**src/rtl/imu_complementary_attitude_top_defines.svh**
```systemverilog
// ----------------------------------------------------------------------------
// IMU attitude estimator assertion macros
// Shared property wrappers for the estimator. They expect signals named clk
// and rst_n in the scope of use.
// ----------------------------------------------------------------------------
`ifndef IMU_COMPLEMENTARY_ATTITUDE_TOP_DEFINES_SVH
`define IMU_COMPLEMENTARY_ATTITUDE_TOP_DEFINES_SVH

// Same-cycle implication, checked outside reset.
`define ICA_ASSERT_IMPLIES(lbl, ante, cons) \
    lbl: assert property (@(posedge clk) disable iff (!rst_n) (ante) |-> (cons)) \
        else $error("attitude estimator check failed");

// Next-cycle implication, checked outside reset.
`define ICA_ASSERT_NEXT(lbl, ante, cons) \
    lbl: assert property (@(posedge clk) disable iff (!rst_n) (ante) |=> (cons)) \
        else $error("attitude estimator check failed");

`endif

```
**src/rtl/ica_pkg.sv**
```systemverilog
`timescale 1ns / 1ps
// ----------------------------------------------------------------------------
// Attitude estimator package
// Types, fixed-point constants and the CORDIC arctangent table.
// ----------------------------------------------------------------------------
package ica_pkg;

    // Angles are held in 2^-16 degree.
    localparam logic signed [27:0] HALF_TURN   = 28'sd11796480;
    localparam logic signed [27:0] FULL_TURN   = 28'sd23592960;
    // 180/pi and the CORDIC gain, both in Q16.
    localparam logic signed [23:0] RAD2DEG_Q16 = 24'sd3754936;
    localparam logic signed [23:0] GAIN_Q16    = 24'sd107922;

    // atan(2^-i) in 2^-16 degree.
    localparam logic [21:0] ATAN_TAB [32] = '{
        22'd2949120, 22'd1740967, 22'd919879, 22'd466945,
        22'd234379,  22'd117304,  22'd58666,  22'd29335,
        22'd14668,   22'd7334,    22'd3667,   22'd1833,
        22'd917,     22'd458,     22'd229,    22'd115,
        22'd57,      22'd29,      22'd14,     22'd7,
        22'd4,       22'd2,       22'd1,      22'd0,
        22'd0,       22'd0,       22'd0,      22'd0,
        22'd0,       22'd0,       22'd0,      22'd0
    };

    typedef enum logic [1:0] {
        REG_BLEND_WEIGHT  = 2'd0,
        REG_BIAS_RATE     = 2'd1,
        REG_STILL_LIMIT   = 2'd2,
        REG_SAMPLE_PERIOD = 2'd3
    } cfg_reg_t;

    localparam logic [15:0] BLEND_WEIGHT_RST  = 16'd64225;
    localparam logic [15:0] BIAS_RATE_RST     = 16'd33;
    localparam logic [14:0] STILL_LIMIT_RST   = 15'd205;
    localparam logic [15:0] SAMPLE_PERIOD_RST = 16'd328;

    typedef enum logic [4:0] {
        OP_IDLE,
        OP_LOAD,
        OP_PGAIN,
        OP_PYSET,
        OP_CITER,
        OP_ROLL_END,
        OP_PITCH_END,
        OP_D_LOAD,
        OP_MUL_DSP,
        OP_T_LOAD,
        OP_MUL_TRAD,
        OP_ADD_DELTA,
        OP_MUL_W,
        OP_MUL_CW,
        OP_BLEND,
        OP_BIAS_DIFF,
        OP_BIAS_MUL,
        OP_BIAS_UPD,
        OP_WRAP,
        OP_EMIT
    } dp_op_t;

    typedef enum logic [1:0] {
        AXIS_ROLL,
        AXIS_PITCH,
        AXIS_YAW
    } axis_t;

    typedef struct packed {
        dp_op_t      op;
        axis_t       axis;
        logic [4:0]  step;
    } dp_cmd_t;

    typedef struct packed {
        logic wrap_done;
    } dp_status_t;

endpackage

```
**src/rtl/ica_if.sv**
```systemverilog
`timescale 1ns / 1ps
// ----------------------------------------------------------------------------
// Attitude estimator channels
// Valid/ready channels for the IMU sample word and the attitude word.
// ----------------------------------------------------------------------------
interface ica_sample_if;
    logic               valid;
    logic               ready;
    logic signed [15:0] accel_x;
    logic signed [15:0] accel_y;
    logic signed [15:0] accel_z;
    logic signed [15:0] rate_x;
    logic signed [15:0] rate_y;
    logic signed [15:0] rate_z;
    logic               motion_armed;

    modport source (
        output valid, accel_x, accel_y, accel_z, rate_x, rate_y, rate_z, motion_armed,
        input  ready
    );
    modport sink (
        input  valid, accel_x, accel_y, accel_z, rate_x, rate_y, rate_z, motion_armed,
        output ready
    );
endinterface

interface ica_attitude_if;
    logic               valid;
    logic               ready;
    logic signed [14:0] roll_angle;
    logic signed [14:0] pitch_angle;
    logic        [14:0] heading_angle;

    modport source (
        output valid, roll_angle, pitch_angle, heading_angle,
        input  ready
    );
    modport sink (
        input  valid, roll_angle, pitch_angle, heading_angle,
        output ready
    );
endinterface

```
**src/rtl/ica_datapath.sv**
```systemverilog
`timescale 1ns / 1ps
// ----------------------------------------------------------------------------
// Attitude estimator datapath
// Shared CORDIC vectoring stage, one shared multiplier, filter state and
// configuration registers, all stepped by the controller's commands.
// ----------------------------------------------------------------------------
module ica_datapath
    import ica_pkg::*;
(
    input  logic               clk,
    input  logic               rst_n,
    input  logic               cfg_we,
    input  logic [1:0]         cfg_index,
    input  logic [15:0]        cfg_data,
    input  dp_cmd_t            cmd,
    output dp_status_t         status,
    input  logic signed [15:0] accel_x,
    input  logic signed [15:0] accel_y,
    input  logic signed [15:0] accel_z,
    input  logic signed [15:0] rate_x,
    input  logic signed [15:0] rate_y,
    input  logic signed [15:0] rate_z,
    input  logic               motion_armed,
    output logic signed [14:0] roll_angle,
    output logic signed [14:0] pitch_angle,
    output logic        [14:0] heading_angle
);

    function automatic logic [16:0] mag16(input logic signed [15:0] v);
        logic signed [16:0] e;
        e = {v[15], v};
        return (e < 0) ? 17'(-e) : 17'(e);
    endfunction

    // Configuration
    logic [15:0] w_reg, bias_rate_reg, sp_reg;
    logic [14:0] lim_reg;

    // Sample word
    logic signed [15:0] ax_reg, ay_reg, az_reg, gx_reg, gy_reg, gz_reg;
    logic               armed_reg;

    // CORDIC
    logic signed [33:0] cx_reg, cy_reg, pitch_y_reg;
    logic signed [27:0] cz_reg;
    logic               zero_reg;
    logic signed [24:0] roll_acc_reg, pitch_acc_reg;

    // Gyro and blend arithmetic
    logic signed [57:0] prod_reg;
    logic signed [33:0] diff_reg, t_reg;
    logic signed [27:0] sum_reg;
    logic signed [43:0] acc_reg;

    // Filter state
    logic signed [24:0] roll_est_reg, pitch_est_reg;
    logic signed [31:0] bias_reg;
    logic        [24:0] yaw_est_reg;

    logic signed [14:0] roll_out_reg, pitch_out_reg;
    logic        [14:0] heading_out_reg;

    // ---- shared multiplier ----
    logic signed [33:0] mul_a;
    logic signed [23:0] mul_b;
    logic signed [57:0] mul_p;
    logic        [16:0] cw;

    assign cw = 17'(17'd65536 - {1'b0, w_reg});

    always_comb
    begin
        mul_a = '0;
        mul_b = '0;
        unique case (cmd.op)
            OP_PGAIN:
            begin
                mul_a = -34'(ax_reg);
                mul_b = GAIN_Q16;
            end
            OP_MUL_DSP:
            begin
                mul_a = diff_reg;
                mul_b = $signed({8'd0, sp_reg});
            end
            OP_BIAS_MUL:
            begin
                mul_a = diff_reg;
                mul_b = $signed({8'd0, bias_rate_reg});
            end
            OP_MUL_TRAD:
            begin
                mul_a = t_reg;
                mul_b = RAD2DEG_Q16;
            end
            OP_MUL_W:
            begin
                mul_a = 34'(sum_reg);
                mul_b = $signed({8'd0, w_reg});
            end
            OP_MUL_CW:
            begin
                mul_a = (cmd.axis == AXIS_PITCH) ? 34'(pitch_acc_reg) : 34'(roll_acc_reg);
                mul_b = $signed({7'd0, cw});
            end
            default:
            begin
                mul_a = '0;
                mul_b = '0;
            end
        endcase
    end

    assign mul_p = mul_a * mul_b;

    // ---- rounding shifts of the product ----
    logic signed [57:0] r16, r28, r2;
    logic signed [33:0] shr16;
    logic signed [27:0] delta;
    logic signed [33:0] pitch_y_next;

    assign r16          = prod_reg + 58'sd32768;
    assign shr16        = r16[49:16];
    assign r28          = prod_reg + 58'sd134217728;
    assign delta        = r28[55:28];
    assign r2           = prod_reg + 58'sd2;
    assign pitch_y_next = r2[35:2];

    // ---- gyro difference and estimate selects ----
    logic signed [33:0] yaw_diff, d_sel;
    logic signed [27:0] est_sel;

    assign yaw_diff = 34'($signed({gz_reg, 16'h0000})) - 34'(bias_reg);

    always_comb
    begin
        unique case (cmd.axis)
            AXIS_ROLL:
            begin
                d_sel   = 34'($signed({gx_reg, 16'h0000}));
                est_sel = 28'(roll_est_reg);
            end
            AXIS_PITCH:
            begin
                d_sel   = 34'($signed({gy_reg, 16'h0000}));
                est_sel = 28'(pitch_est_reg);
            end
            AXIS_YAW:
            begin
                d_sel   = yaw_diff;
                est_sel = $signed({3'b000, yaw_est_reg});
            end
            default:
            begin
                d_sel   = '0;
                est_sel = '0;
            end
        endcase
    end

    // ---- blend result ----
    logic signed [43:0] bsum, bround;
    logic signed [27:0] bshift;
    logic signed [24:0] blend_clamped;

    assign bsum   = acc_reg + $signed(prod_reg[43:0]);
    assign bround = bsum + 44'sd32768;
    assign bshift = bround[43:16];

    always_comb
    begin
        priority if (bshift > HALF_TURN)
            blend_clamped = 25'(HALF_TURN);
        else if (bshift < -HALF_TURN)
            blend_clamped = 25'(-HALF_TURN);
        else
            blend_clamped = bshift[24:0];
    end

    // ---- bias learning ----
    logic               still;
    logic signed [33:0] bias_sum;

    assign still = !armed_reg
                   && (mag16(gx_reg) < {2'b00, lim_reg})
                   && (mag16(gy_reg) < {2'b00, lim_reg})
                   && (mag16(gz_reg) < {2'b00, lim_reg});
    assign bias_sum = 34'(bias_reg) + shr16;

    // ---- CORDIC start and step ----
    logic signed [33:0] x0, y0, xs, ys;
    logic signed [27:0] at, z_clamped;
    logic               init_zero;
    logic signed [24:0] cordic_angle;

    always_comb
    begin
        if (cmd.op == OP_ROLL_END)
        begin
            x0 = zero_reg ? '0 : cx_reg;
            y0 = pitch_y_reg;
        end
        else
        begin
            x0 = 34'($signed({az_reg, 14'h0000}));
            y0 = 34'($signed({ay_reg, 14'h0000}));
        end
    end

    assign init_zero = (x0 == '0) && (y0 == '0);
    assign xs        = cx_reg >>> cmd.step;
    assign ys        = cy_reg >>> cmd.step;
    assign at        = $signed({6'd0, ATAN_TAB[cmd.step]});

    always_comb
    begin
        priority if (cz_reg > HALF_TURN)
            z_clamped = HALF_TURN;
        else if (cz_reg < -HALF_TURN)
            z_clamped = -HALF_TURN;
        else
            z_clamped = cz_reg;
    end

    assign cordic_angle = zero_reg ? '0 : z_clamped[24:0];

    // ---- heading wrap ----
    logic yaw_high, yaw_low;
    assign yaw_high         = sum_reg > FULL_TURN;
    assign yaw_low          = sum_reg < 0;
    assign status.wrap_done = !yaw_high && !yaw_low;

    // ---- output rounding ----
    logic signed [24:0] roll_rnd, pitch_rnd;
    logic        [25:0] yaw_rnd;

    assign roll_rnd  = roll_est_reg + 25'sd512;
    assign pitch_rnd = pitch_est_reg + 25'sd512;
    assign yaw_rnd   = {1'b0, sum_reg[24:0]} + 26'd512;

    // ---- state and configuration registers ----
    always_ff @(posedge clk or negedge rst_n)
    begin
        if (!rst_n)
        begin
            w_reg         <= BLEND_WEIGHT_RST;
            bias_rate_reg <= BIAS_RATE_RST;
            lim_reg       <= STILL_LIMIT_RST;
            sp_reg        <= SAMPLE_PERIOD_RST;
            roll_est_reg  <= '0;
            pitch_est_reg <= '0;
            bias_reg      <= '0;
            yaw_est_reg   <= '0;
        end
        else
        begin
            if (cfg_we)
            begin
                unique case (cfg_index)
                    REG_BLEND_WEIGHT:  w_reg         <= cfg_data;
                    REG_BIAS_RATE:     bias_rate_reg <= cfg_data;
                    REG_STILL_LIMIT:   lim_reg       <= cfg_data[14:0];
                    REG_SAMPLE_PERIOD: sp_reg        <= cfg_data;
                endcase
            end
            if (cmd.op == OP_BLEND)
            begin
                if (cmd.axis == AXIS_PITCH)
                    pitch_est_reg <= blend_clamped;
                else
                    roll_est_reg <= blend_clamped;
            end
            if (cmd.op == OP_BIAS_UPD && still)
                bias_reg <= bias_sum[31:0];
            if (cmd.op == OP_EMIT)
                yaw_est_reg <= sum_reg[24:0];
        end
    end

    // ---- working registers ----
    always_ff @(posedge clk)
    begin
        unique case (cmd.op)
            OP_LOAD:
            begin
                ax_reg    <= accel_x;
                ay_reg    <= accel_y;
                az_reg    <= accel_z;
                gx_reg    <= rate_x;
                gy_reg    <= rate_y;
                gz_reg    <= rate_z;
                armed_reg <= motion_armed;
            end
            OP_PGAIN, OP_ROLL_END:
            begin
                if (cmd.op == OP_PGAIN)
                    prod_reg <= mul_p;
                else
                    roll_acc_reg <= cordic_angle;
                zero_reg <= init_zero;
                if (x0 < 0)
                begin
                    cx_reg <= -x0;
                    cy_reg <= -y0;
                    cz_reg <= (y0 >= 0) ? HALF_TURN : -HALF_TURN;
                end
                else
                begin
                    cx_reg <= x0;
                    cy_reg <= y0;
                    cz_reg <= '0;
                end
            end
            OP_PYSET:     pitch_y_reg <= pitch_y_next;
            OP_CITER:
            begin
                if (cy_reg > 0)
                begin
                    cx_reg <= cx_reg + ys;
                    cy_reg <= cy_reg - xs;
                    cz_reg <= cz_reg + at;
                end
                else
                begin
                    cx_reg <= cx_reg - ys;
                    cy_reg <= cy_reg + xs;
                    cz_reg <= cz_reg - at;
                end
            end
            OP_PITCH_END: pitch_acc_reg <= cordic_angle;
            OP_D_LOAD:    diff_reg <= d_sel;
            OP_BIAS_DIFF: diff_reg <= yaw_diff;
            OP_MUL_DSP, OP_MUL_TRAD, OP_MUL_W, OP_BIAS_MUL:
                prod_reg <= mul_p;
            OP_MUL_CW:
            begin
                acc_reg  <= $signed(prod_reg[43:0]);
                prod_reg <= mul_p;
            end
            OP_T_LOAD:    t_reg <= shr16;
            OP_ADD_DELTA: sum_reg <= est_sel + delta;
            OP_WRAP:
            begin
                if (yaw_high)
                    sum_reg <= sum_reg - FULL_TURN;
                else if (yaw_low)
                    sum_reg <= sum_reg + FULL_TURN;
            end
            OP_EMIT:
            begin
                roll_out_reg    <= roll_rnd[24:10];
                pitch_out_reg   <= pitch_rnd[24:10];
                heading_out_reg <= yaw_rnd[24:10];
            end
            default:
            begin
            end
        endcase
    end

    assign roll_angle    = roll_out_reg;
    assign pitch_angle   = pitch_out_reg;
    assign heading_angle = heading_out_reg;

endmodule

```
**src/rtl/ica_ctrl.sv**
```systemverilog
`timescale 1ns / 1ps
// ----------------------------------------------------------------------------
// Attitude estimator controller
// Sequences the CORDIC passes, the per-axis filter steps and the result word.
// ----------------------------------------------------------------------------
module ica_ctrl
    import ica_pkg::*;
#(
    parameter int CORDIC_STEPS = 16
)
(
    input  logic       clk,
    input  logic       rst_n,
    input  logic       in_valid,
    output logic       in_ready,
    output logic       out_valid,
    input  logic       out_ready,
    output dp_cmd_t    cmd,
    input  dp_status_t status
);

    localparam int IW = $clog2(CORDIC_STEPS);
    localparam logic [IW-1:0] LAST_STEP = IW'(CORDIC_STEPS - 1);

    typedef enum logic [19:0] {
        S_IDLE      = 20'h00001,
        S_PGAIN     = 20'h00002,
        S_PYSET     = 20'h00004,
        S_ROLL_IT   = 20'h00008,
        S_ROLL_END  = 20'h00010,
        S_PITCH_IT  = 20'h00020,
        S_PITCH_END = 20'h00040,
        S_D_LOAD    = 20'h00080,
        S_MUL_DSP   = 20'h00100,
        S_T_LOAD    = 20'h00200,
        S_MUL_TRAD  = 20'h00400,
        S_ADD_DELTA = 20'h00800,
        S_MUL_W     = 20'h01000,
        S_MUL_CW    = 20'h02000,
        S_BLEND     = 20'h04000,
        S_BIAS_DIFF = 20'h08000,
        S_BIAS_MUL  = 20'h10000,
        S_BIAS_UPD  = 20'h20000,
        S_WRAP      = 20'h40000,
        S_EMIT      = 20'h80000
    } state_t;

    state_t          state_reg, state_next;
    axis_t           axis_reg, axis_next;
    logic [IW-1:0]   cnt_reg, cnt_next;
    logic            out_valid_reg, out_valid_next;
    logic            out_free;

    assign out_free = !out_valid_reg || out_ready;
    assign in_ready = (state_reg == S_IDLE);
    assign out_valid = out_valid_reg;

    always_comb
    begin
        state_next     = state_reg;
        axis_next      = axis_reg;
        cnt_next       = cnt_reg;
        out_valid_next = out_valid_reg && !out_ready;
        cmd.op         = OP_IDLE;
        cmd.axis       = axis_reg;
        cmd.step       = 5'(cnt_reg);
        unique case (state_reg)
            S_IDLE:
            begin
                if (in_valid)
                begin
                    cmd.op     = OP_LOAD;
                    state_next = S_PGAIN;
                end
            end
            S_PGAIN:
            begin
                cmd.op     = OP_PGAIN;
                state_next = S_PYSET;
            end
            S_PYSET:
            begin
                cmd.op     = OP_PYSET;
                cnt_next   = '0;
                state_next = S_ROLL_IT;
            end
            S_ROLL_IT:
            begin
                cmd.op = OP_CITER;
                if (cnt_reg == LAST_STEP)
                    state_next = S_ROLL_END;
                else
                    cnt_next = cnt_reg + 1'b1;
            end
            S_ROLL_END:
            begin
                cmd.op     = OP_ROLL_END;
                cnt_next   = '0;
                state_next = S_PITCH_IT;
            end
            S_PITCH_IT:
            begin
                cmd.op = OP_CITER;
                if (cnt_reg == LAST_STEP)
                    state_next = S_PITCH_END;
                else
                    cnt_next = cnt_reg + 1'b1;
            end
            S_PITCH_END:
            begin
                cmd.op     = OP_PITCH_END;
                axis_next  = AXIS_ROLL;
                state_next = S_D_LOAD;
            end
            S_D_LOAD:
            begin
                cmd.op     = OP_D_LOAD;
                state_next = S_MUL_DSP;
            end
            S_MUL_DSP:
            begin
                cmd.op     = OP_MUL_DSP;
                state_next = S_T_LOAD;
            end
            S_T_LOAD:
            begin
                cmd.op     = OP_T_LOAD;
                state_next = S_MUL_TRAD;
            end
            S_MUL_TRAD:
            begin
                cmd.op     = OP_MUL_TRAD;
                state_next = S_ADD_DELTA;
            end
            S_ADD_DELTA:
            begin
                cmd.op     = OP_ADD_DELTA;
                state_next = (axis_reg == AXIS_YAW) ? S_WRAP : S_MUL_W;
            end
            S_MUL_W:
            begin
                cmd.op     = OP_MUL_W;
                state_next = S_MUL_CW;
            end
            S_MUL_CW:
            begin
                cmd.op     = OP_MUL_CW;
                state_next = S_BLEND;
            end
            S_BLEND:
            begin
                cmd.op = OP_BLEND;
                if (axis_reg == AXIS_ROLL)
                begin
                    axis_next  = AXIS_PITCH;
                    state_next = S_D_LOAD;
                end
                else
                    state_next = S_BIAS_DIFF;
            end
            S_BIAS_DIFF:
            begin
                cmd.op     = OP_BIAS_DIFF;
                state_next = S_BIAS_MUL;
            end
            S_BIAS_MUL:
            begin
                cmd.op     = OP_BIAS_MUL;
                state_next = S_BIAS_UPD;
            end
            S_BIAS_UPD:
            begin
                cmd.op     = OP_BIAS_UPD;
                axis_next  = AXIS_YAW;
                state_next = S_D_LOAD;
            end
            S_WRAP:
            begin
                cmd.op = OP_WRAP;
                if (status.wrap_done)
                    state_next = S_EMIT;
            end
            S_EMIT:
            begin
                if (out_free)
                begin
                    cmd.op         = OP_EMIT;
                    out_valid_next = 1'b1;
                    state_next     = S_IDLE;
                end
            end
            default:
            begin
                state_next = S_IDLE;
            end
        endcase
    end

    always_ff @(posedge clk or negedge rst_n)
    begin
        if (!rst_n)
        begin
            state_reg     <= S_IDLE;
            axis_reg      <= AXIS_ROLL;
            cnt_reg       <= '0;
            out_valid_reg <= 1'b0;
        end
        else
        begin
            state_reg     <= state_next;
            axis_reg      <= axis_next;
            cnt_reg       <= cnt_next;
            out_valid_reg <= out_valid_next;
        end
    end

endmodule

```
**src/rtl/imu_complementary_attitude_top.sv**
```systemverilog
`timescale 1ns / 1ps
// A sample is accepted only while the controller is idle, so no new sample is taken before the
// result word of the last one is loaded, and loading waits while an older word is still waiting.
// The CORDIC passes, the shared multiplier and the heading wrap, repeated until in range, set the time.
// Reset clears the estimates, the learned bias and the result valid flag, and
// returns the configuration registers to their documented defaults.
// ----------------------------------------------------------------------------
// IMU complementary attitude estimator
// Roll and pitch from accelerometer CORDIC angles blended with the integrated
// gyro rates; heading integrated from the bias-corrected z rate.
// ----------------------------------------------------------------------------
`include "imu_complementary_attitude_top_defines.svh"

module imu_complementary_attitude_top
    import ica_pkg::*;
#(
    parameter int CORDIC_STEPS = 16
)
(
    input  logic           clk,
    input  logic           rst_n,
    input  logic           cfg_we,
    input  logic [1:0]     cfg_index,
    input  logic [15:0]    cfg_data,
    ica_sample_if.sink     sample,
    ica_attitude_if.source attitude
);

    // The controller owns the handshakes and the sequence of steps; the
    // datapath owns every arithmetic register and the filter state. They
    // talk only through the command word and the status word.
    dp_cmd_t    cmd;
    dp_status_t status;
    logic       in_ready;
    logic       out_valid;

    ica_ctrl #(
        .CORDIC_STEPS (CORDIC_STEPS)
    ) u_ctrl (
        .clk       (clk),
        .rst_n     (rst_n),
        .in_valid  (sample.valid),
        .in_ready  (in_ready),
        .out_valid (out_valid),
        .out_ready (attitude.ready),
        .cmd       (cmd),
        .status    (status)
    );

    // The result word sits in the datapath's output registers, so the sample
    // side is free again as soon as the word is loaded, even if the consumer
    // has not yet taken it.
    ica_datapath u_dp (
        .clk           (clk),
        .rst_n         (rst_n),
        .cfg_we        (cfg_we),
        .cfg_index     (cfg_index),
        .cfg_data      (cfg_data),
        .cmd           (cmd),
        .status        (status),
        .accel_x       (sample.accel_x),
        .accel_y       (sample.accel_y),
        .accel_z       (sample.accel_z),
        .rate_x        (sample.rate_x),
        .rate_y        (sample.rate_y),
        .rate_z        (sample.rate_z),
        .motion_armed  (sample.motion_armed),
        .roll_angle    (attitude.roll_angle),
        .pitch_angle   (attitude.pitch_angle),
        .heading_angle (attitude.heading_angle)
    );

    assign sample.ready   = in_ready;
    assign attitude.valid = out_valid;

    // Once a sample is taken the block is busy until the result is loaded.
    `ICA_ASSERT_NEXT(a_accept_busy, sample.valid && sample.ready, !sample.ready)
    // Loading the result word always raises valid on the next cycle.
    `ICA_ASSERT_NEXT(a_emit_valid, cmd.op == OP_EMIT, attitude.valid)
    // Presented angles stay inside the saturation and wrap limits.
    `ICA_ASSERT_IMPLIES(a_out_range, attitude.valid, (attitude.heading_angle <= 15'd23040) && (attitude.roll_angle <= 15'sd11520) && (attitude.roll_angle >= -15'sd11520) && (attitude.pitch_angle <= 15'sd11520) && (attitude.pitch_angle >= -15'sd11520))

endmodule
```
**src/flat_wrapper.sv**
```systemverilog
// flat-port wrapper written by rule: the top's interface ports become plain ports
module imu_complementary_attitude_top_flat import ica_pkg::*;
#(
    parameter int CORDIC_STEPS = 16
)
  (clk, rst_n, cfg_we, cfg_index, cfg_data, sample_valid, sample_accel_x, sample_accel_y, sample_accel_z, sample_rate_x, sample_rate_y, sample_rate_z, sample_motion_armed, sample_ready, attitude_valid, attitude_roll_angle, attitude_pitch_angle, attitude_heading_angle, attitude_ready);
  ica_sample_if sample_i ();
  ica_attitude_if attitude_i ();
  input  logic clk;
  input  logic rst_n;
  input  logic cfg_we;
  input  logic [1:0] cfg_index;
  input  logic [15:0] cfg_data;
  input wire logic [$bits(sample_i.valid)-1:0] sample_valid;
  input wire logic [$bits(sample_i.accel_x)-1:0] sample_accel_x;
  input wire logic [$bits(sample_i.accel_y)-1:0] sample_accel_y;
  input wire logic [$bits(sample_i.accel_z)-1:0] sample_accel_z;
  input wire logic [$bits(sample_i.rate_x)-1:0] sample_rate_x;
  input wire logic [$bits(sample_i.rate_y)-1:0] sample_rate_y;
  input wire logic [$bits(sample_i.rate_z)-1:0] sample_rate_z;
  input wire logic [$bits(sample_i.motion_armed)-1:0] sample_motion_armed;
  output wire logic [$bits(sample_i.ready)-1:0] sample_ready;
  output wire logic [$bits(attitude_i.valid)-1:0] attitude_valid;
  output wire logic [$bits(attitude_i.roll_angle)-1:0] attitude_roll_angle;
  output wire logic [$bits(attitude_i.pitch_angle)-1:0] attitude_pitch_angle;
  output wire logic [$bits(attitude_i.heading_angle)-1:0] attitude_heading_angle;
  input wire logic [$bits(attitude_i.ready)-1:0] attitude_ready;
  assign sample_i.valid = sample_valid;
  assign sample_i.accel_x = sample_accel_x;
  assign sample_i.accel_y = sample_accel_y;
  assign sample_i.accel_z = sample_accel_z;
  assign sample_i.rate_x = sample_rate_x;
  assign sample_i.rate_y = sample_rate_y;
  assign sample_i.rate_z = sample_rate_z;
  assign sample_i.motion_armed = sample_motion_armed;
  assign sample_ready = sample_i.ready;
  assign attitude_valid = attitude_i.valid;
  assign attitude_roll_angle = attitude_i.roll_angle;
  assign attitude_pitch_angle = attitude_i.pitch_angle;
  assign attitude_heading_angle = attitude_i.heading_angle;
  assign attitude_i.ready = attitude_ready;
  imu_complementary_attitude_top #(.CORDIC_STEPS(CORDIC_STEPS)) u_core (.clk(clk), .rst_n(rst_n), .cfg_we(cfg_we), .cfg_index(cfg_index), .cfg_data(cfg_data), .sample(sample_i), .attitude(attitude_i));
endmodule
```
**config.mk**
```make
export PLATFORM = sky130hd
export DESIGN_NAME = imu_complementary_attitude_top_flat
export DESIGN_NICKNAME = d
export VERILOG_FILES = /design/src/rtl/ica_pkg.sv /design/src/rtl/ica_if.sv /design/src/rtl/ica_datapath.sv /design/src/rtl/ica_ctrl.sv /design/src/rtl/imu_complementary_attitude_top.sv /design/src/flat_wrapper.sv
export VERILOG_INCLUDE_DIRS = /design/src /design/src/rtl
export SDC_FILE = /design/constraint.sdc
export NUM_CORES = 2
export LEC_CHECK = 0
export BUFFER_PORTS_ARGS = -buffer_cell sky130_fd_sc_hd__clkbuf_2
export CAP_MARGIN = 10
export CORE_MARGIN = 2
export CORE_UTILIZATION = 40
export CTS_BUF_LIST = sky130_fd_sc_hd__clkbuf_2
export DETAILED_ROUTE_END_ITERATION = 8
export PLACE_DENSITY = 0.66
export SLEW_MARGIN = 10
export SYNTH_ARGS = -nofsm -noshare
export SYNTH_HDL_FRONTEND = slang
export SYNTH_HIERARCHICAL = 1
export SYNTH_SLANG_ARGS = --single-unit
```
**constraint.sdc**
```tcl
create_clock -name clk -period 11 [get_ports clk]
set_input_delay 2.2 -clock clk [delete_from_list [all_inputs] [get_ports clk]]
set_output_delay 2.2 -clock clk [all_outputs]
set_load 0.05 [all_outputs]
```
# == Yosys cells after proc, flatten, opt, wreduce, memory -nomap -nowiden ==
# Memory sizes are Yosys's and may differ from the RTL's.
# Cells that the tools add are included.
# word_totals
reg_bits,716
output_inout_bits,47
in_bits,120
mem_count,1
elab_cells,230
mem_bits_ro,704
# classes
n_bitwise,3
reduce_logical,41
muxes,51
shift,2
n_mul,1
add_sub_neg,27
n_eq_ne,54
order_cmp,16
# mem_list
memory,words,width,read_ports,rd_clocked_by_memory_dff,wr,line,source
(name not given),32,22,1,0,0,ica_datapath.sv:213,"assign at = $signed({6'd0, ATAN_TAB[cmd.step]});"
# ops
operator,count
$pmux 20 s19,1
$mux 34,8
$pmux 34 s2,3
$pmux 34 s5,1
$mux 28,5
$pmux 22 s6,1
$mux 25,5
$pmux 28 s2,2
$pmux 56 s2,1
$pmux 34 s3,1
$mux 20,5
$pmux 5 s19,1
$pmux 28 s3,1
$add 34x34->34,2
$logic_not 34->1,2
$neg 34->34,2
$sshr 34x4->34,2
$sub 34x34->34,2
$add 56x29->56 const B,1
$gt 28x25->1 const B,2
$lt 28x25->1 const B,2
$mul 34x23->56,1
$mux 56,1
$lt 17x15->1,3
other kinds (77),140

# == Depth between registers and ports, before layout ==
# depth
ltp_word,10
mapped_depth,46
mapped_depth_nobuf,40

# == By module ==
# The synthesis kept the hierarchy.
# modules_own_cells
module,cells_each,instances,area_each_um2,seq_area_each_um2
ica_datapath,7911,1,74331.3,19834.0
ica_ctrl,175,1,1607.8,676.9

# == Least setup slack after synthesis ==
# OpenSTA, ideal clock, no wires.
# synth_path
path_type,input to register
startpoint,input port attitude_ready
endpoint,register u_core.u_dp.prod_reg[55] (data pin)
setup_time_ns,0.262
setup_slack_ns,-0.926
cell_stages,36
arrival_time_ns,11.664
path_buffers,4
required_time_ns,10.738
path_cell_list,nand2b_1 -> nand4_1 -> o2111a_1 -> nand4bb_1 -> clkbuf_1 -> nor4_1 -> or2_2 -> clkbuf_1 -> clkbuf_1 -> clkbuf_1 -> a211o_1 -> nand2_1 -> fa_1 -> inv_1 -> fa_1 -> inv_1 -> fa_1 -> fa_1 -> fa_1 -> inv_1 -> fa_1 -> inv_1 -> fa_1 -> inv_1 -> ha_1 -> nand2_1 -> o21ai_0 -> o41ai_1 -> a211oi_1 -> a221oi_1 -> o211a_1 -> o21a_1 -> o31a_1 -> o31ai_1 -> o221ai_1 -> xnor2_1
# synth_lines
item,line,source
from (decl),flat_wrapper.sv:27,input wire logic [$bits(attitude_i.ready)-1:0] attitude_ready;
to (signal assigned),ica_datapath.sv:297,prod_reg <= mul_p;
to (signal assigned),ica_datapath.sv:334,prod_reg <= mul_p;
to (signal assigned),ica_datapath.sv:338,prod_reg <= mul_p;
to (decl),ica_datapath.sv:50,logic signed [57:0] prod_reg;

==> run summary <==
drt initial violations: 5697
Reg clk slew, reported paths: 0.11 ns
total die area: 193000 µm²
Core Area: 188000 µm²
Worst Hold Class: register to register
most frequent cells in the layout: inv_1 (1057), nand2_1 (964), fa_1 (675)
Syn Nets: 9380
path depth of the worst reg2reg path: 40
Area contributors post-synth: edfxtp_1 (20%), fa_1 (18%), ha_1 (8.2%), dfrtp_1 (5.8%), inv_1 (5.2%)
Synth Warn #: 6
CP arrival: 12.14 ns
Clock Latency Late Sink: 1.69 ns
max-slew violations: 0
critical path class: register to register
pwr/cell area: 169 nW/µm²
VDD IR-drop max: 156 µV
final setup violation count: 0
slew margin rel.: 11.3%
max reg flops: 56
clock period minus worst slack: 10.74 ns
fin util: 45.9%
cell taking the most area after synthesis: edfxtp_1
fin crit share: 97.6%
std cell rows: 159
Starting Density: 40.4%
largest net degree at the start of global routing: 76
Layout Nets: 10100
post-DP HPWL: 210000 µm
Area Overhead vs Synth: 13.9%
Post-route DRC: 0
GRT overflow: 0
Die X: 440 µm
leakage power: 0.0386 µW
# IOs: 167
worst reg2reg path startpoint: u_core/u_ctrl/state_reg[19]$_DFFE_PN0P_
outcome: completed
Slowest cell on crit path: fa_1
CP Capture Type: register
CP bufs+invs: 15
area share of the largest cell type after synthesis: 20.5%
H-tree levels: 4
worst-path maximum fanout: 28
GRT Total Usage: 26.6%
Vias per Instance: 5.62
CP Depth: 40
RD Place Congestion: 1.03
Final Hold Fails: 0
Slew @ Worst Pin: 1.33 ns
Antenna Nets Post-Route: 0
first-pass GRT wire length: 393000 µm
I/O Buffers: 166
share of cells above drive strength 1: 17.0%
setup tns final: 0 ns
most frequent CP cell: buf_4
DRT Wirelength: 259000 µm
DR WL/cell: 22.6 µm
worst path required time: 12.40 ns
1st-pass router iterations: 6
commonest non-fill, non-tap cell in the layout: inv_1
Critical Path Source Type: register
Avg Inst Size Synth: 9.39 µm²
Synth Register Bits: 715
Root Buffer: clkbuf_2
cell count of the worst hold path: 0
max_cap viols: 0
Die H: 440 µm
initial antenna violation count: 6
Synth Flop Type: edfxtp_1
post-synth cell types: 111
CTS tree: built
Post-Syn Instances: 8086
Largest stage delay, worst path: 0.57 ns
via count of the routed design: 64400
clk_skew: 0.161 ns
Max Clk Rate: 93.1 MHz
total CTS buffers: 193
hold_buf cts: 0
mapped cell area: 75900 µm²
post-synthesis async set-or-reset flop share: 27.6%
EDFF count, synth: 518
Worst setup startpoint: u_core/u_ctrl/state_reg[19]$_DFFE_PN0P_
clock buffer depth: 3
delay-heaviest family, CP: adder cells
vias in the first global route: 64700
post-synthesis sequential area ratio: 27.0%
hold_sp: u_core/u_dp/prod_reg[0]$_DFFE_PP_
Sink Count: 715
## cell families after synthesis
kind of cell	after synthesis	synth area share (%)
AOI/OAI and AO/OA	1475	12.5
xor gates and xnor gates	567	6.54
adders and majority gates	1174	26.0
buffers and inverters	1406	7.15
DFF	715	27.0
muxes	326	5.98
other	1	0.00494
and+or+nand+nor	2422	14.8
## final cells by class
type / instances / area (µm²)
Clock buffer: 276 / 1380
Inverter: 1062 / 3990
Multi-Input combinational cell: 5965 / 50400
Fill cell: 18100 / 102000
Tap cell: 2495 / 3120
Clock inverter: 85 / 541
Timing Repair Buffer: 843 / 6450
Sequential cell: 715 / 20500
Antenna cell: 7 / 17.5
## synth_stat cells (26+ instances only)
library cell,number
a211oi_1,52
a21o_1,123
a21oi_1,370
a31oi_1,53
and2_1,80
and3_1,97
buf_1,27
buf_2,35
clkbuf_1,268
dfrtp_1,176
edfxtp_1,518
fa_1,677
ha_1,497
inv_1,1060
mux2_2,120
mux2i_1,119
mux4_2,74
nand2_1,967
nand2b_1,80
nand3_1,114
nand4_1,65
nor2_1,581
nor2b_1,55
nor3_1,130
nor3b_1,30
nor4_1,44
o211ai_1,26
o21a_1,47
o21ai_0,378
o21ai_1,29
o21bai_1,42
o22ai_1,36
o31ai_1,53
or3_1,57
xnor2_1,337
xor2_1,230
## final timing paths
path,to,slack (ns)
max reg2reg,u_core/u_dp/prod_reg[44]$_DFFE_PP_,0.26
min reg2reg,u_core/u_dp/acc_reg[0]$_DFFE_PN_,0.47
max in group asynchronous,u_core/u_ctrl/cnt_reg[0]$_DFFE_PN0P_,8.04
max,u_core/u_dp/prod_reg[44]$_DFFE_PP_,0.26
min in group asynchronous,u_core/u_dp/w_reg[2]$_DFFE_PN0P_,0.52
min,u_core/u_dp/acc_reg[0]$_DFFE_PN_,0.47
## worst reg2reg max path, delay by kind of cell (launching register included)
family	cells	cell delay, ns
xor+xnor	1	0.08
compound gates	6	1.99
buf+inv	15	2.02
flops	1	0.43
fa+ha+maj	8	3.93
simple gates	10	2.10
## power by group
part	leakage (µW)	switching (µW)	internal, µW
clock	0.00142	1270	826
combinational	0.0298	4920	3510
sequential	0.00740	660	3450
total	0.0386	6850	7780
## repair_timing
action	in CTS	in global routing
pin swaps	2	17
hold endpoints to repair	0	0
endpoints found under the setup margin	4	15
setup buffers	0	9
resized for setup	2	48
## per-stage QoR
stage | hold slack (ns) | cells | total power, µW | setup WS [ns] | instance area [µm²]
2_1_floorplan | 0.427 | 8086 | 9660 | -0.0000835 | 76000
3_3_place_gp | 0.450 | 11100 | 12200 | -0.588 | 84300
3_5_place_dp | 0.459 | 11100 | 12400 | -0.747 | 84300
4_1_cts | 0.335 | 11400 | 14500 | 0.0215 | 86200
5_1_grt | 0.412 | 11400 | 15600 | -0.0204 | 86500
6_report | 0.467 | 11400 | 14600 | 0.259 | 86500
## routing by layer
layer | GRT usage [%] | wire length [µm] | up-vias | part of all wire (%)
met1 | 33.9 | 103000 | 31900 | 40
met5 | 0 | 29 | - | 0.011
met2 | 43.5 | 122000 | 2720 | 47
met3 | 4.89 | 19000 | 581 | 7.4
li1 | - | - | 29100 | -
met4 | 12.9 | 14500 | 4 | 5.6
Power figures use the tool's default switching activity.
